## src/rtl/mmlp_pkg.sv

```systemverilog
// ----------------------------------------------------------------------------
// mmlp_pkg
// Types, character codes and helpers shared by the memory-map line parser.
// ----------------------------------------------------------------------------
`default_nettype none

package mmlp_pkg;

  localparam int unsigned QUEUE_DEPTH = 4;

  localparam logic [7:0] CH_NUL  = 8'h00;
  localparam logic [7:0] CH_LF   = 8'h0A;
  localparam logic [7:0] CH_CR   = 8'h0D;
  localparam logic [7:0] CH_SP   = 8'h20;
  localparam logic [7:0] CH_DASH = 8'h2D;
  localparam logic [7:0] CH_R    = 8'h72;
  localparam logic [7:0] CH_W    = 8'h77;
  localparam logic [7:0] CH_X    = 8'h78;
  localparam logic [7:0] CH_P    = 8'h70;
  localparam logic [7:0] CH_S    = 8'h73;

  localparam logic [1:0] FIELD_DEV   = 2'd0;
  localparam logic [1:0] FIELD_INODE = 2'd1;
  localparam logic [1:0] FIELD_PATH  = 2'd2;

  localparam logic [4:0] PERM_R = 5'b00001;
  localparam logic [4:0] PERM_W = 5'b00010;
  localparam logic [4:0] PERM_X = 5'b00100;
  localparam logic [4:0] PERM_P = 5'b01000;
  localparam logic [4:0] PERM_S = 5'b10000;

  typedef enum logic [1:0] {
    KIND_TEXT = 2'd0,
    KIND_REC  = 2'd1,
    KIND_ERR  = 2'd2
  } kind_e;

  typedef enum logic [4:0] {
    PH_START     = 5'd0,
    PH_START_TOK = 5'd1,
    PH_END_TOK   = 5'd2,
    PH_PERM0     = 5'd3,
    PH_PERM1     = 5'd4,
    PH_PERM2     = 5'd5,
    PH_PERM3     = 5'd6,
    PH_SKIP      = 5'd7,
    PH_OFFSET    = 5'd8,
    PH_DEV       = 5'd9,
    PH_INODE     = 5'd10,
    PH_SPACES    = 5'd11,
    PH_PATH      = 5'd12,
    PH_OPT_EOL   = 5'd13
  } phase_e;

  // results caused by one byte: one, or two when two is set
  typedef struct packed {
    logic        two;
    kind_e       k0;
    kind_e       k1;
    logic [1:0]  fld;
    logic [7:0]  chr;
    logic [63:0] rstart;
    logic [63:0] rend;
    logic [63:0] roffs;
    logic [4:0]  perm;
  } bundle_t;

  typedef struct packed {
    phase_e phase;
    logic   err;
  } front_status_t;

  function automatic logic is_eol(input logic [7:0] c);
    return (c == CH_LF) || (c == CH_CR);
  endfunction

  function automatic logic is_text_delim(input logic [7:0] c);
    return is_eol(c) || (c == CH_NUL) || (c == CH_SP);
  endfunction

  function automatic logic is_hex_delim(input logic [7:0] c);
    return is_text_delim(c) || (c == CH_DASH);
  endfunction

  function automatic logic is_hex(input logic [7:0] c);
    return ((c >= 8'h30) && (c <= 8'h39)) || ((c >= 8'h61) && (c <= 8'h66)) ||
           ((c >= 8'h41) && (c <= 8'h46));
  endfunction

  function automatic logic [3:0] hex_val(input logic [7:0] c);
    logic [7:0] t;
    if (c <= 8'h39) begin
      t = c - 8'h30;
    end else if (c >= 8'h61) begin
      t = c - 8'h57;
    end else begin
      t = c - 8'h37;
    end
    return t[3:0];
  endfunction

endpackage

`default_nettype wire

```

## src/rtl/mmlp_front.sv

```systemverilog
// ----------------------------------------------------------------------------
// mmlp_front
// Line parser: tracks the field of the line, accumulates hex tokens and
// packs the results of each accepted byte into one bundle.
// ----------------------------------------------------------------------------
`default_nettype none

module mmlp_front (
  input  wire logic                   clk_i,
  input  wire logic                   rst_ni,
  input  wire logic                   fire_i,
  input  wire logic [7:0]             text_byte_i,
  input  wire logic                   stream_end_i,
  output logic                        push_o,
  output mmlp_pkg::bundle_t           bundle_o,
  output mmlp_pkg::front_status_t     status_o
);
  import mmlp_pkg::*;

  phase_e      phase_q, phase_d;
  logic [63:0] sa_q, sa_d, ea_q, ea_d, oa_q, oa_d;
  logic        hh_q, hh_d;
  logic [4:0]  pb_q, pb_d;
  logic        err_q, err_d;

  logic        path_c, do_start, txt, rec, err;
  logic [1:0]  fld;
  logic [63:0] snap_sa, snap_ea, snap_oa;
  logic [4:0]  snap_pb;
  logic [7:0]  c;

  assign c = text_byte_i;

  always_comb begin
    phase_d  = phase_q;
    sa_d     = sa_q;
    ea_d     = ea_q;
    oa_d     = oa_q;
    hh_d     = hh_q;
    pb_d     = pb_q;
    err_d    = err_q;
    path_c   = 1'b0;
    do_start = 1'b0;
    txt      = 1'b0;
    rec      = 1'b0;
    err      = 1'b0;
    fld      = FIELD_DEV;
    snap_sa  = sa_q;
    snap_ea  = ea_q;
    snap_oa  = oa_q;
    snap_pb  = pb_q;
    if (!err_q) begin
      unique case (phase_q)
        PH_START, PH_START_TOK: do_start = 1'b1;
        PH_END_TOK: begin
          if (is_hex_delim(c)) begin
            phase_d = PH_PERM0;
          end else if (hh_q || !is_hex(c)) begin
            hh_d = 1'b1;
          end else begin
            ea_d = {ea_q[59:0], hex_val(c)};
          end
        end
        PH_PERM0: begin
          if (c == CH_R) pb_d = pb_q | PERM_R;
          phase_d = PH_PERM1;
        end
        PH_PERM1: begin
          if (c == CH_W) pb_d = pb_q | PERM_W;
          phase_d = PH_PERM2;
        end
        PH_PERM2: begin
          if (c == CH_X) pb_d = pb_q | PERM_X;
          phase_d = PH_PERM3;
        end
        PH_PERM3: begin
          if (c == CH_P) begin
            pb_d = pb_q | PERM_P;
          end else if (c == CH_S) begin
            pb_d = pb_q | PERM_S;
          end
          phase_d = PH_SKIP;
        end
        PH_SKIP: begin
          hh_d    = 1'b0;
          phase_d = PH_OFFSET;
        end
        PH_OFFSET: begin
          if (is_hex_delim(c)) begin
            phase_d = PH_DEV;
          end else if (hh_q || !is_hex(c)) begin
            hh_d = 1'b1;
          end else begin
            oa_d = {oa_q[59:0], hex_val(c)};
          end
        end
        PH_DEV: begin
          if (is_text_delim(c)) begin
            phase_d = PH_INODE;
          end else begin
            txt = 1'b1;
            fld = FIELD_DEV;
          end
        end
        PH_INODE: begin
          if (c == CH_SP) begin
            phase_d = PH_SPACES;
          end else if (is_text_delim(c)) begin
            path_c = 1'b1;
          end else begin
            txt = 1'b1;
            fld = FIELD_INODE;
          end
        end
        PH_SPACES: begin
          if (c != CH_SP) path_c = 1'b1;
        end
        PH_PATH: path_c = 1'b1;
        PH_OPT_EOL: begin
          if (is_eol(c)) begin
            phase_d = PH_START;
          end else begin
            do_start = 1'b1;
          end
        end
        default: begin
          phase_d  = PH_START;
          sa_d     = '0;
          ea_d     = '0;
          oa_d     = '0;
          hh_d     = 1'b0;
          pb_d     = '0;
          do_start = 1'b1;
        end
      endcase

      if (path_c) begin
        phase_d = PH_PATH;
        if (is_eol(c) || (c == CH_NUL)) begin
          rec     = 1'b1;
          phase_d = is_eol(c) ? PH_OPT_EOL : PH_START;
          sa_d    = '0;
          ea_d    = '0;
          oa_d    = '0;
          hh_d    = 1'b0;
          pb_d    = '0;
          do_start = (c == CH_NUL);
        end else begin
          txt = 1'b1;
          fld = FIELD_PATH;
        end
      end

      if (do_start) begin
        if (c == CH_DASH) begin
          hh_d    = 1'b0;
          phase_d = PH_END_TOK;
        end else if (is_hex_delim(c)) begin
          err = 1'b1;
        end else begin
          if (hh_d || !is_hex(c)) begin
            hh_d = 1'b1;
          end else begin
            sa_d = {sa_d[59:0], hex_val(c)};
          end
          phase_d = PH_START_TOK;
        end
      end

      if (stream_end_i && !err) begin
        unique case (phase_d)
          PH_START_TOK, PH_END_TOK, PH_PERM0, PH_PERM1, PH_PERM2, PH_PERM3: err = 1'b1;
          PH_SKIP, PH_OFFSET, PH_DEV, PH_INODE, PH_SPACES, PH_PATH: begin
            rec     = 1'b1;
            snap_sa = sa_d;
            snap_ea = ea_d;
            snap_oa = oa_d;
            snap_pb = pb_d;
          end
          default: ;
        endcase
      end
      if (err) err_d = 1'b1;
    end

    if (stream_end_i) begin
      phase_d = PH_START;
      sa_d    = '0;
      ea_d    = '0;
      oa_d    = '0;
      hh_d    = 1'b0;
      pb_d    = '0;
      err_d   = 1'b0;
    end
  end

  always_comb begin
    bundle_o.two    = (txt && (rec || err)) || (rec && err);
    bundle_o.k0     = txt ? KIND_TEXT : (rec ? KIND_REC : KIND_ERR);
    bundle_o.k1     = (txt && rec) ? KIND_REC : KIND_ERR;
    bundle_o.fld    = fld;
    bundle_o.chr    = c;
    bundle_o.rstart = snap_sa;
    bundle_o.rend   = snap_ea;
    bundle_o.roffs  = snap_oa;
    bundle_o.perm   = snap_pb;
  end

  assign push_o          = fire_i && (txt || rec || err);
  assign status_o.phase  = phase_q;
  assign status_o.err    = err_q;

  always_ff @(posedge clk_i or negedge rst_ni) begin
    if (!rst_ni) begin
      phase_q <= PH_START;
      sa_q    <= '0;
      ea_q    <= '0;
      oa_q    <= '0;
      hh_q    <= 1'b0;
      pb_q    <= '0;
      err_q   <= 1'b0;
    end else if (fire_i) begin
      phase_q <= phase_d;
      sa_q    <= sa_d;
      ea_q    <= ea_d;
      oa_q    <= oa_d;
      hh_q    <= hh_d;
      pb_q    <= pb_d;
      err_q   <= err_d;
    end
  end

endmodule

`default_nettype wire

```

## src/rtl/mmlp_fifo.sv

```systemverilog
// ----------------------------------------------------------------------------
// mmlp_fifo
// Short queue of result bundles between the parser and the output stage.
// ----------------------------------------------------------------------------
`default_nettype none

module mmlp_fifo #(
  parameter int unsigned Depth = mmlp_pkg::QUEUE_DEPTH
) (
  input  wire logic               clk_i,
  input  wire logic               rst_ni,
  input  wire logic               push_i,
  input  wire mmlp_pkg::bundle_t  data_i,
  output logic                    full_o,
  input  wire logic               pop_i,
  output logic                    valid_o,
  output mmlp_pkg::bundle_t       data_o
);
  import mmlp_pkg::*;

  localparam int unsigned AW = (Depth > 1) ? $clog2(Depth) : 1;
  localparam int unsigned CW = $clog2(Depth + 1);

  bundle_t         mem_q [Depth];
  logic [AW-1:0]   wr_q, rd_q;
  logic [CW-1:0]   cnt_q;
  logic            do_push, do_pop;

  assign full_o  = (cnt_q == CW'(Depth));
  assign valid_o = (cnt_q != '0);
  assign data_o  = mem_q[rd_q];
  assign do_push = push_i && !full_o;
  assign do_pop  = pop_i && valid_o;

  always_ff @(posedge clk_i) begin
    if (do_push) mem_q[wr_q] <= data_i;
  end

  always_ff @(posedge clk_i or negedge rst_ni) begin
    if (!rst_ni) begin
      wr_q  <= '0;
      rd_q  <= '0;
      cnt_q <= '0;
    end else begin
      if (do_push) wr_q <= (wr_q == AW'(Depth - 1)) ? '0 : wr_q + AW'(1);
      if (do_pop)  rd_q <= (rd_q == AW'(Depth - 1)) ? '0 : rd_q + AW'(1);
      if (do_push && !do_pop) begin
        cnt_q <= cnt_q + CW'(1);
      end else if (do_pop && !do_push) begin
        cnt_q <= cnt_q - CW'(1);
      end
    end
  end

endmodule

`default_nettype wire

```

## src/rtl/mmlp_back.sv

```systemverilog
// ----------------------------------------------------------------------------
// mmlp_back
// Output stage: takes bundles from the queue, computes the region size and
// hands out the results of each bundle one word at a time.
// ----------------------------------------------------------------------------
`default_nettype none

module mmlp_back (
  input  wire logic               clk_i,
  input  wire logic               rst_ni,
  input  wire logic               q_valid_i,
  input  wire mmlp_pkg::bundle_t  q_data_i,
  output logic                    q_pop_o,
  output logic                    out_valid_o,
  input  wire logic               out_ready_i,
  output logic [1:0]              kind_o,
  output logic [1:0]              text_field_o,
  output logic [7:0]              field_char_o,
  output logic [63:0]             region_start_o,
  output logic [63:0]             region_end_o,
  output logic [63:0]             region_size_o,
  output logic [63:0]             file_offset_o,
  output logic [4:0]              perm_flags_o,
  output logic                    run_last_o
);
  import mmlp_pkg::*;

  bundle_t     b_q;
  logic [63:0] size_q;
  logic        idx_q, vld_q;
  logic        last_item, load;
  kind_e       kind;

  assign last_item = idx_q || !b_q.two;
  assign load      = q_valid_i && (!vld_q || (out_ready_i && last_item));
  assign q_pop_o   = load;
  assign kind      = idx_q ? b_q.k1 : b_q.k0;

  always_ff @(posedge clk_i) begin
    if (load) begin
      b_q    <= q_data_i;
      size_q <= q_data_i.rend - q_data_i.rstart;
    end
  end

  always_ff @(posedge clk_i or negedge rst_ni) begin
    if (!rst_ni) begin
      vld_q <= 1'b0;
      idx_q <= 1'b0;
    end else if (load) begin
      vld_q <= 1'b1;
      idx_q <= 1'b0;
    end else if (vld_q && out_ready_i) begin
      if (!last_item) begin
        idx_q <= 1'b1;
      end else begin
        vld_q <= 1'b0;
      end
    end
  end

  always_comb begin
    out_valid_o    = vld_q;
    kind_o         = kind;
    run_last_o     = last_item;
    text_field_o   = (kind == KIND_TEXT) ? b_q.fld : 2'd0;
    field_char_o   = (kind == KIND_TEXT) ? b_q.chr : 8'd0;
    region_start_o = (kind == KIND_REC) ? b_q.rstart : 64'd0;
    region_end_o   = (kind == KIND_REC) ? b_q.rend : 64'd0;
    region_size_o  = (kind == KIND_REC) ? size_q : 64'd0;
    file_offset_o  = (kind == KIND_REC) ? b_q.roffs : 64'd0;
    perm_flags_o   = (kind == KIND_REC) ? b_q.perm : 5'd0;
  end

endmodule

`default_nettype wire

```

## src/rtl/memory_map_line_parser.sv

```systemverilog
// ----------------------------------------------------------------------------
// memory_map_line_parser
// Byte-serial parser for memory-map text lines.
//
// Input channel (in_valid_i/in_ready_o): one text byte per word, with
// stream_end_i marking the final byte. Output channel (out_valid_o/
// out_ready_i): one result per word - a field text byte, a completed
// record or a format error; run_last_o flags the last result of a byte.
// The parser takes one byte per cycle while in_ready_o is high; each byte
// updates its phase and shift-accumulates hex digits in that cycle. Its
// results are queued (QueueDepth bundles) and loaded from the queue into
// the output register. The output side moves one result per cycle while
// out_ready_i is high; a byte with two results takes two output words.
// A stalled receiver holds the output word; bytes keep flowing in until
// the queue is full, then in_ready_o drops.
// Reset clears the line state, the error flag, the queue and the output.
// ----------------------------------------------------------------------------
`default_nettype none

module memory_map_line_parser #(
  parameter int unsigned QueueDepth = mmlp_pkg::QUEUE_DEPTH
) (
  input  wire logic        clk_i,
  input  wire logic        rst_ni,
  input  wire logic        in_valid_i,
  output logic             in_ready_o,
  input  wire logic [7:0]  text_byte_i,
  input  wire logic        stream_end_i,
  output logic             out_valid_o,
  input  wire logic        out_ready_i,
  output logic [1:0]       kind_o,
  output logic [1:0]       text_field_o,
  output logic [7:0]       field_char_o,
  output logic [63:0]      region_start_o,
  output logic [63:0]      region_end_o,
  output logic [63:0]      region_size_o,
  output logic [63:0]      file_offset_o,
  output logic [4:0]       perm_flags_o,
  output logic             run_last_o
);
  import mmlp_pkg::*;

  logic          fire, push, full, q_valid, q_pop;
  bundle_t       push_data, q_data;
  front_status_t fstat;

  assign in_ready_o = !full;
  assign fire       = in_valid_i && in_ready_o;

  mmlp_front u_front (
    .clk_i        (clk_i),
    .rst_ni       (rst_ni),
    .fire_i       (fire),
    .text_byte_i  (text_byte_i),
    .stream_end_i (stream_end_i),
    .push_o       (push),
    .bundle_o     (push_data),
    .status_o     (fstat)
  );

  mmlp_fifo #(
    .Depth (QueueDepth)
  ) u_fifo (
    .clk_i   (clk_i),
    .rst_ni  (rst_ni),
    .push_i  (push),
    .data_i  (push_data),
    .full_o  (full),
    .pop_i   (q_pop),
    .valid_o (q_valid),
    .data_o  (q_data)
  );

  mmlp_back u_back (
    .clk_i          (clk_i),
    .rst_ni         (rst_ni),
    .q_valid_i      (q_valid),
    .q_data_i       (q_data),
    .q_pop_o        (q_pop),
    .out_valid_o    (out_valid_o),
    .out_ready_i    (out_ready_i),
    .kind_o         (kind_o),
    .text_field_o   (text_field_o),
    .field_char_o   (field_char_o),
    .region_start_o (region_start_o),
    .region_end_o   (region_end_o),
    .region_size_o  (region_size_o),
    .file_offset_o  (file_offset_o),
    .perm_flags_o   (perm_flags_o),
    .run_last_o     (run_last_o)
  );

  a_end_clears: assert property (@(posedge clk_i) disable iff (!rst_ni)
    (fire && stream_end_i) |=> (fstat.phase == PH_START && !fstat.err))
    else $error("stream end did not clear parser state");

  a_err_last: assert property (@(posedge clk_i) disable iff (!rst_ni)
    (out_valid_o && kind_o == KIND_ERR) |-> run_last_o)
    else $error("format error not last result of its byte");

  a_pair_follows: assert property (@(posedge clk_i) disable iff (!rst_ni)
    (out_valid_o && out_ready_i && !run_last_o) |=> out_valid_o)
    else $error("second result of a byte missing");

endmodule

`default_nettype wire
```

## config.mk

```make
export PLATFORM = sky130hd
export DESIGN_NAME = memory_map_line_parser
export DESIGN_NICKNAME = d
export VERILOG_FILES = /design/src/rtl/mmlp_pkg.sv /design/src/rtl/mmlp_front.sv /design/src/rtl/mmlp_fifo.sv /design/src/rtl/mmlp_back.sv /design/src/rtl/memory_map_line_parser.sv
export SDC_FILE = /design/constraint.sdc
export NUM_CORES = 2
export LEC_CHECK = 0
export ABC_AREA = 1
export BUFFER_PORTS_ARGS = -buffer_cell sky130_fd_sc_hd__buf_2
export CAP_MARGIN = 20
export CORE_ASPECT_RATIO = 1.75
export CORE_UTILIZATION = 49
export DETAILED_ROUTE_END_ITERATION = 8
export GPL_TIMING_DRIVEN = 0
export PLACE_DENSITY = 0.74
export SLEW_MARGIN = 20
export SYNTH_ARGS = -nofsm -noshare
export SYNTH_HDL_FRONTEND = slang
export SYNTH_SLANG_ARGS = --single-unit
```

## constraint.sdc

```tcl
create_clock -name clk_i -period 20.1 [get_ports clk_i]
set_input_delay 1.005 -clock clk_i [delete_from_list [all_inputs] [get_ports clk_i]]
set_output_delay 1.005 -clock clk_i [all_outputs]
set_load 0.05 [all_outputs]
```

==> metrics.md <==
| Metric | Value |
|---|---|
| Maxcap violations | `0` |
| PortBufs | `288` |
| Fin crit share | `0.3859` |
| Crit end category | `flop` |
| Critical Path AT | `8.21 ns` |
| Max Freq | `128.9 MHz` |
| Crit-path max FO | `10` |
| Power per cell area | `187.4 nW/um2` |
| HPWL after detailed placement | `133.5 mm` |
| CTS resizes | `0` |
| Fin Clk Skew | `0.03251 ns` |
| First-iteration detailed-routing DRC count | `4150` |
| CTS max path bufs | `3` |
| Drt wl/cell | `23.85 um` |
| Worst-Skew Late Latency | `0.76 ns` |
| Post-CTS setup buffer count | `0` |
| Die W | `262.8 um` |
| Post-synthesis async set-or-reset flop share | `0.1593` |
| DRT Wirelength | `179.9 mm` |
| DIE HEIGHT | `458.4 um` |
| Clock-pin slew on the worst setup and hold paths | `0.07 ns` |
| Global-route usage over all layers | `0.2947` |
| I/O pin cnt | `289` |
| RSZ-0062 raised after global routing | `no` |
| Normalized max-slew margin | `0.1462` |
| Area Overhead vs Synth | `14.76%` |
| Total grt overflow | `0` |
| Tightest Pin Transition | `1.281 ns` |
| # nets final | `6001` |
| Std cell rows | `167` |
| Placed Area | `63090 um2` |
| Static leakage | `26.50 nW` |
| Worst slack, placed | `12.47 ns` |
| Vias per inst | `5.702` |
| Final setup viols | `0` |
| CTS sink count | `1337` |
| R2R depth | `18` |
| Dpl cells | `7320` |
| Initial antenna violation count | `11` |
| Main flop type after synthesis | `edfxtp_1` |
| Register area share after synthesis | `0.6701` |
| Peak supply drop | `0.0001257 V` |
| Clock buffer count from CTS | `112` |
| Final hold slack | `0.1774 ns` |
| Placer congestion estimate | `1.041` |
| Worst hold path type | `input port to async pin` |
| Total number of H-tree levels | `3` |
| Number of global-route vias before repair | `41720` |
| Netlist cell types | `56` |
| Mapped Nets | `5539` |
| Initial Util | `0.4931` |
| DIE AREA | `120500 um2` |
| Final Non-Filler Cells | `7540` |
| Hold Vio Cnt, Final | `0` |
| Setup ws final | `12.34 ns` |
| Pin count of the biggest net entering global routing | `92` |
| Post-Synthesis Cell Area | `58320 um2` |
| Setup TNS | `0 ns` |
| # DRC | `0` |
| Hold_buf cts | `0` |
| Antenna-violating nets left | `0` |
| Share of layout cells above drive strength 1 | `0.1045` |
| Syn Area/Cell | `10.70 um2` |
| Fin. max-slew vios | `0` |
| Status | `finished clean` |
| Critical Path Start Type | `flop` |
| Drt pass-1 iters | `8` |
| Core region area | `118300 um2` |
| Post-synth EDFFs | `1124` |
| Routed via count | `42990` |
| Post-Syn Instances | `5451` |
| CTS tree | `done` |
| Fin area | `66930 um2` |
| CP Class | `flop to flop` |
| Global-route wire length before repair | `261.0 mm` |
| Synth warnings | `0` |
| Minimum clock period | `7.757 ns` |
| Seq cells post-synth | `1337` |
| Root Driver | `clkbuf_16` |
| Worst Path Required | `20.55 ns` |
## cell usage after synthesis (all sizes together), types with 64 or more instances
library cell | instances | area share
nor2 | 718 | 0.047
ha | 73 | 0.016
inv | 636 | 0.041
a32oi | 64 | 0.0096
nand2 | 817 | 0.053
nand3 | 170 | 0.015
a21oi | 170 | 0.015
edfxtp | 1124 | 0.58
clkbuf | 360 | 0.023
o21ai | 529 | 0.045
o22ai | 337 | 0.036
dfrtp | 213 | 0.091
## cell type report
type / count / area [um2]
fillers: 9775 / 51340
flip-flops and latches: 1337 / 39080
multi-input cells: 3060 / 15260
clock buffers: 143 / 3134
repair buffers: 348 / 2791
inverters: 638 / 2395
well taps: 1521 / 1903
plain buffers: 416 / 1659
clock inverters: 70 / 685.7
diodes: 7 / 17.52
## registers in the layout (all words and copies together) (netlist names)
signal              cells
u_front.err_q           1
u_fifo.mem_q          848
u_fifo.cnt_q            3
u_fifo.rd_q             2
u_front.oa_q           64
u_front.phase_q         5
u_front.ea_q           64
u_back.size_q          64
u_back.idx_q            1
u_front.hh_q            1
u_back.b_q            212
u_back.out_valid_o      1
u_front.pb_q            5
u_front.sa_q           64
u_fifo.wr_q             2
## final timing paths
check	startpoint	end	slack [ns]
worst max register to register	u_fifo.rd_q[0]	u_back.size_q[63]	12.34
worst min-delay path	rst_ni	u_front.sa_q[54]	0.18
max in group asynchronous	rst_ni	u_front.ea_q[8]	18.61
min in group clk_i	u_front.sa_q[30]	u_front.sa_q[30]	0.51
worst min register to register	u_front.sa_q[30]	u_front.sa_q[30]	0.51
worst max-delay path	u_fifo.rd_q[0]	u_back.size_q[63]	12.34
## metrics by stage
step | power [W] | utilization
after global placement | 0.01034 | 0.5214
after global routing | 0.01305 | 0.5658
final | 0.01254 | 0.5659
after detailed placement | 0.01023 | 0.5334
after CTS | 0.01247 | 0.5657
after floorplan | 0.008076 | -
## logic make-up after synthesis
family	count (synthesis)	synth area share
and+or+nand+nor	1751	0.1193
DFF	1337	0.6701
AOI/OAI and AO/OA	1169	0.1150
buffers and inverters	1054	0.06938
adders and majority gates	75	0.01635
xor gates and xnor gates	64	0.009611
muxes	1	0.0001931
## layer usage
| metal | vias up | routed length (um) | global-route usage |
|---|---|---|---|
| met1 | 20720 | 60840 | 0.3192 |
| met2 | 2121 | 90640 | 0.5165 |
| met4 | 8 | 15310 | 0.2333 |
| met5 | - | 46 | 0 |
| li1 | 19640 | - | - |
| met3 | 506 | 13030 | 0.04297 |
## worst max-delay path, cell delays in order, from the launching register on
cell and delay (ns):
dfrtp_1 0.44, clkbuf_1 0.33, inv_1 0.15, clkbuf_1 0.68
clkbuf_1 0.85, buf_1 0.54, nor2_1 0.09, o22ai_1 0.62
ha_1 0.40, a21oi_1 0.15, o21ai_0 0.14, a21oi_1 0.60
inv_1 0.14, a21oi_1 0.32, o21ai_0 0.38, nand3_1 0.21
nand3_1 0.34, a31oi_1 0.90, xor2_1 0.13
## power by group
part           switching (W)  internal (W)  leakage, nW
sequential          0.000199       0.00390         13.5
combinational        0.00468       0.00150         11.1
clock                0.00101       0.00124         1.87
total                0.00590       0.00664         26.5
## placed cells by master (no fill, tap or decap), types with 64 or more instances in the layout
cell / netlist / routed
clkbuf_16: 0 / 116
ha_1: 73 / 73
nand3_1: 167 / 167
o22ai_1: 337 / 333
nand2_1: 809 / 809
a21oi_1: 166 / 166
clkbuf_1: 360 / 368
edfxtp_1: 1124 / 1124
dfrtp_1: 213 / 213
nor2_1: 711 / 706
inv_1: 622 / 622
o21ai_0: 470 / 470
a32oi_1: 64 / 64
buf_2: 27 / 314
(Power assumes the default switching activity.)
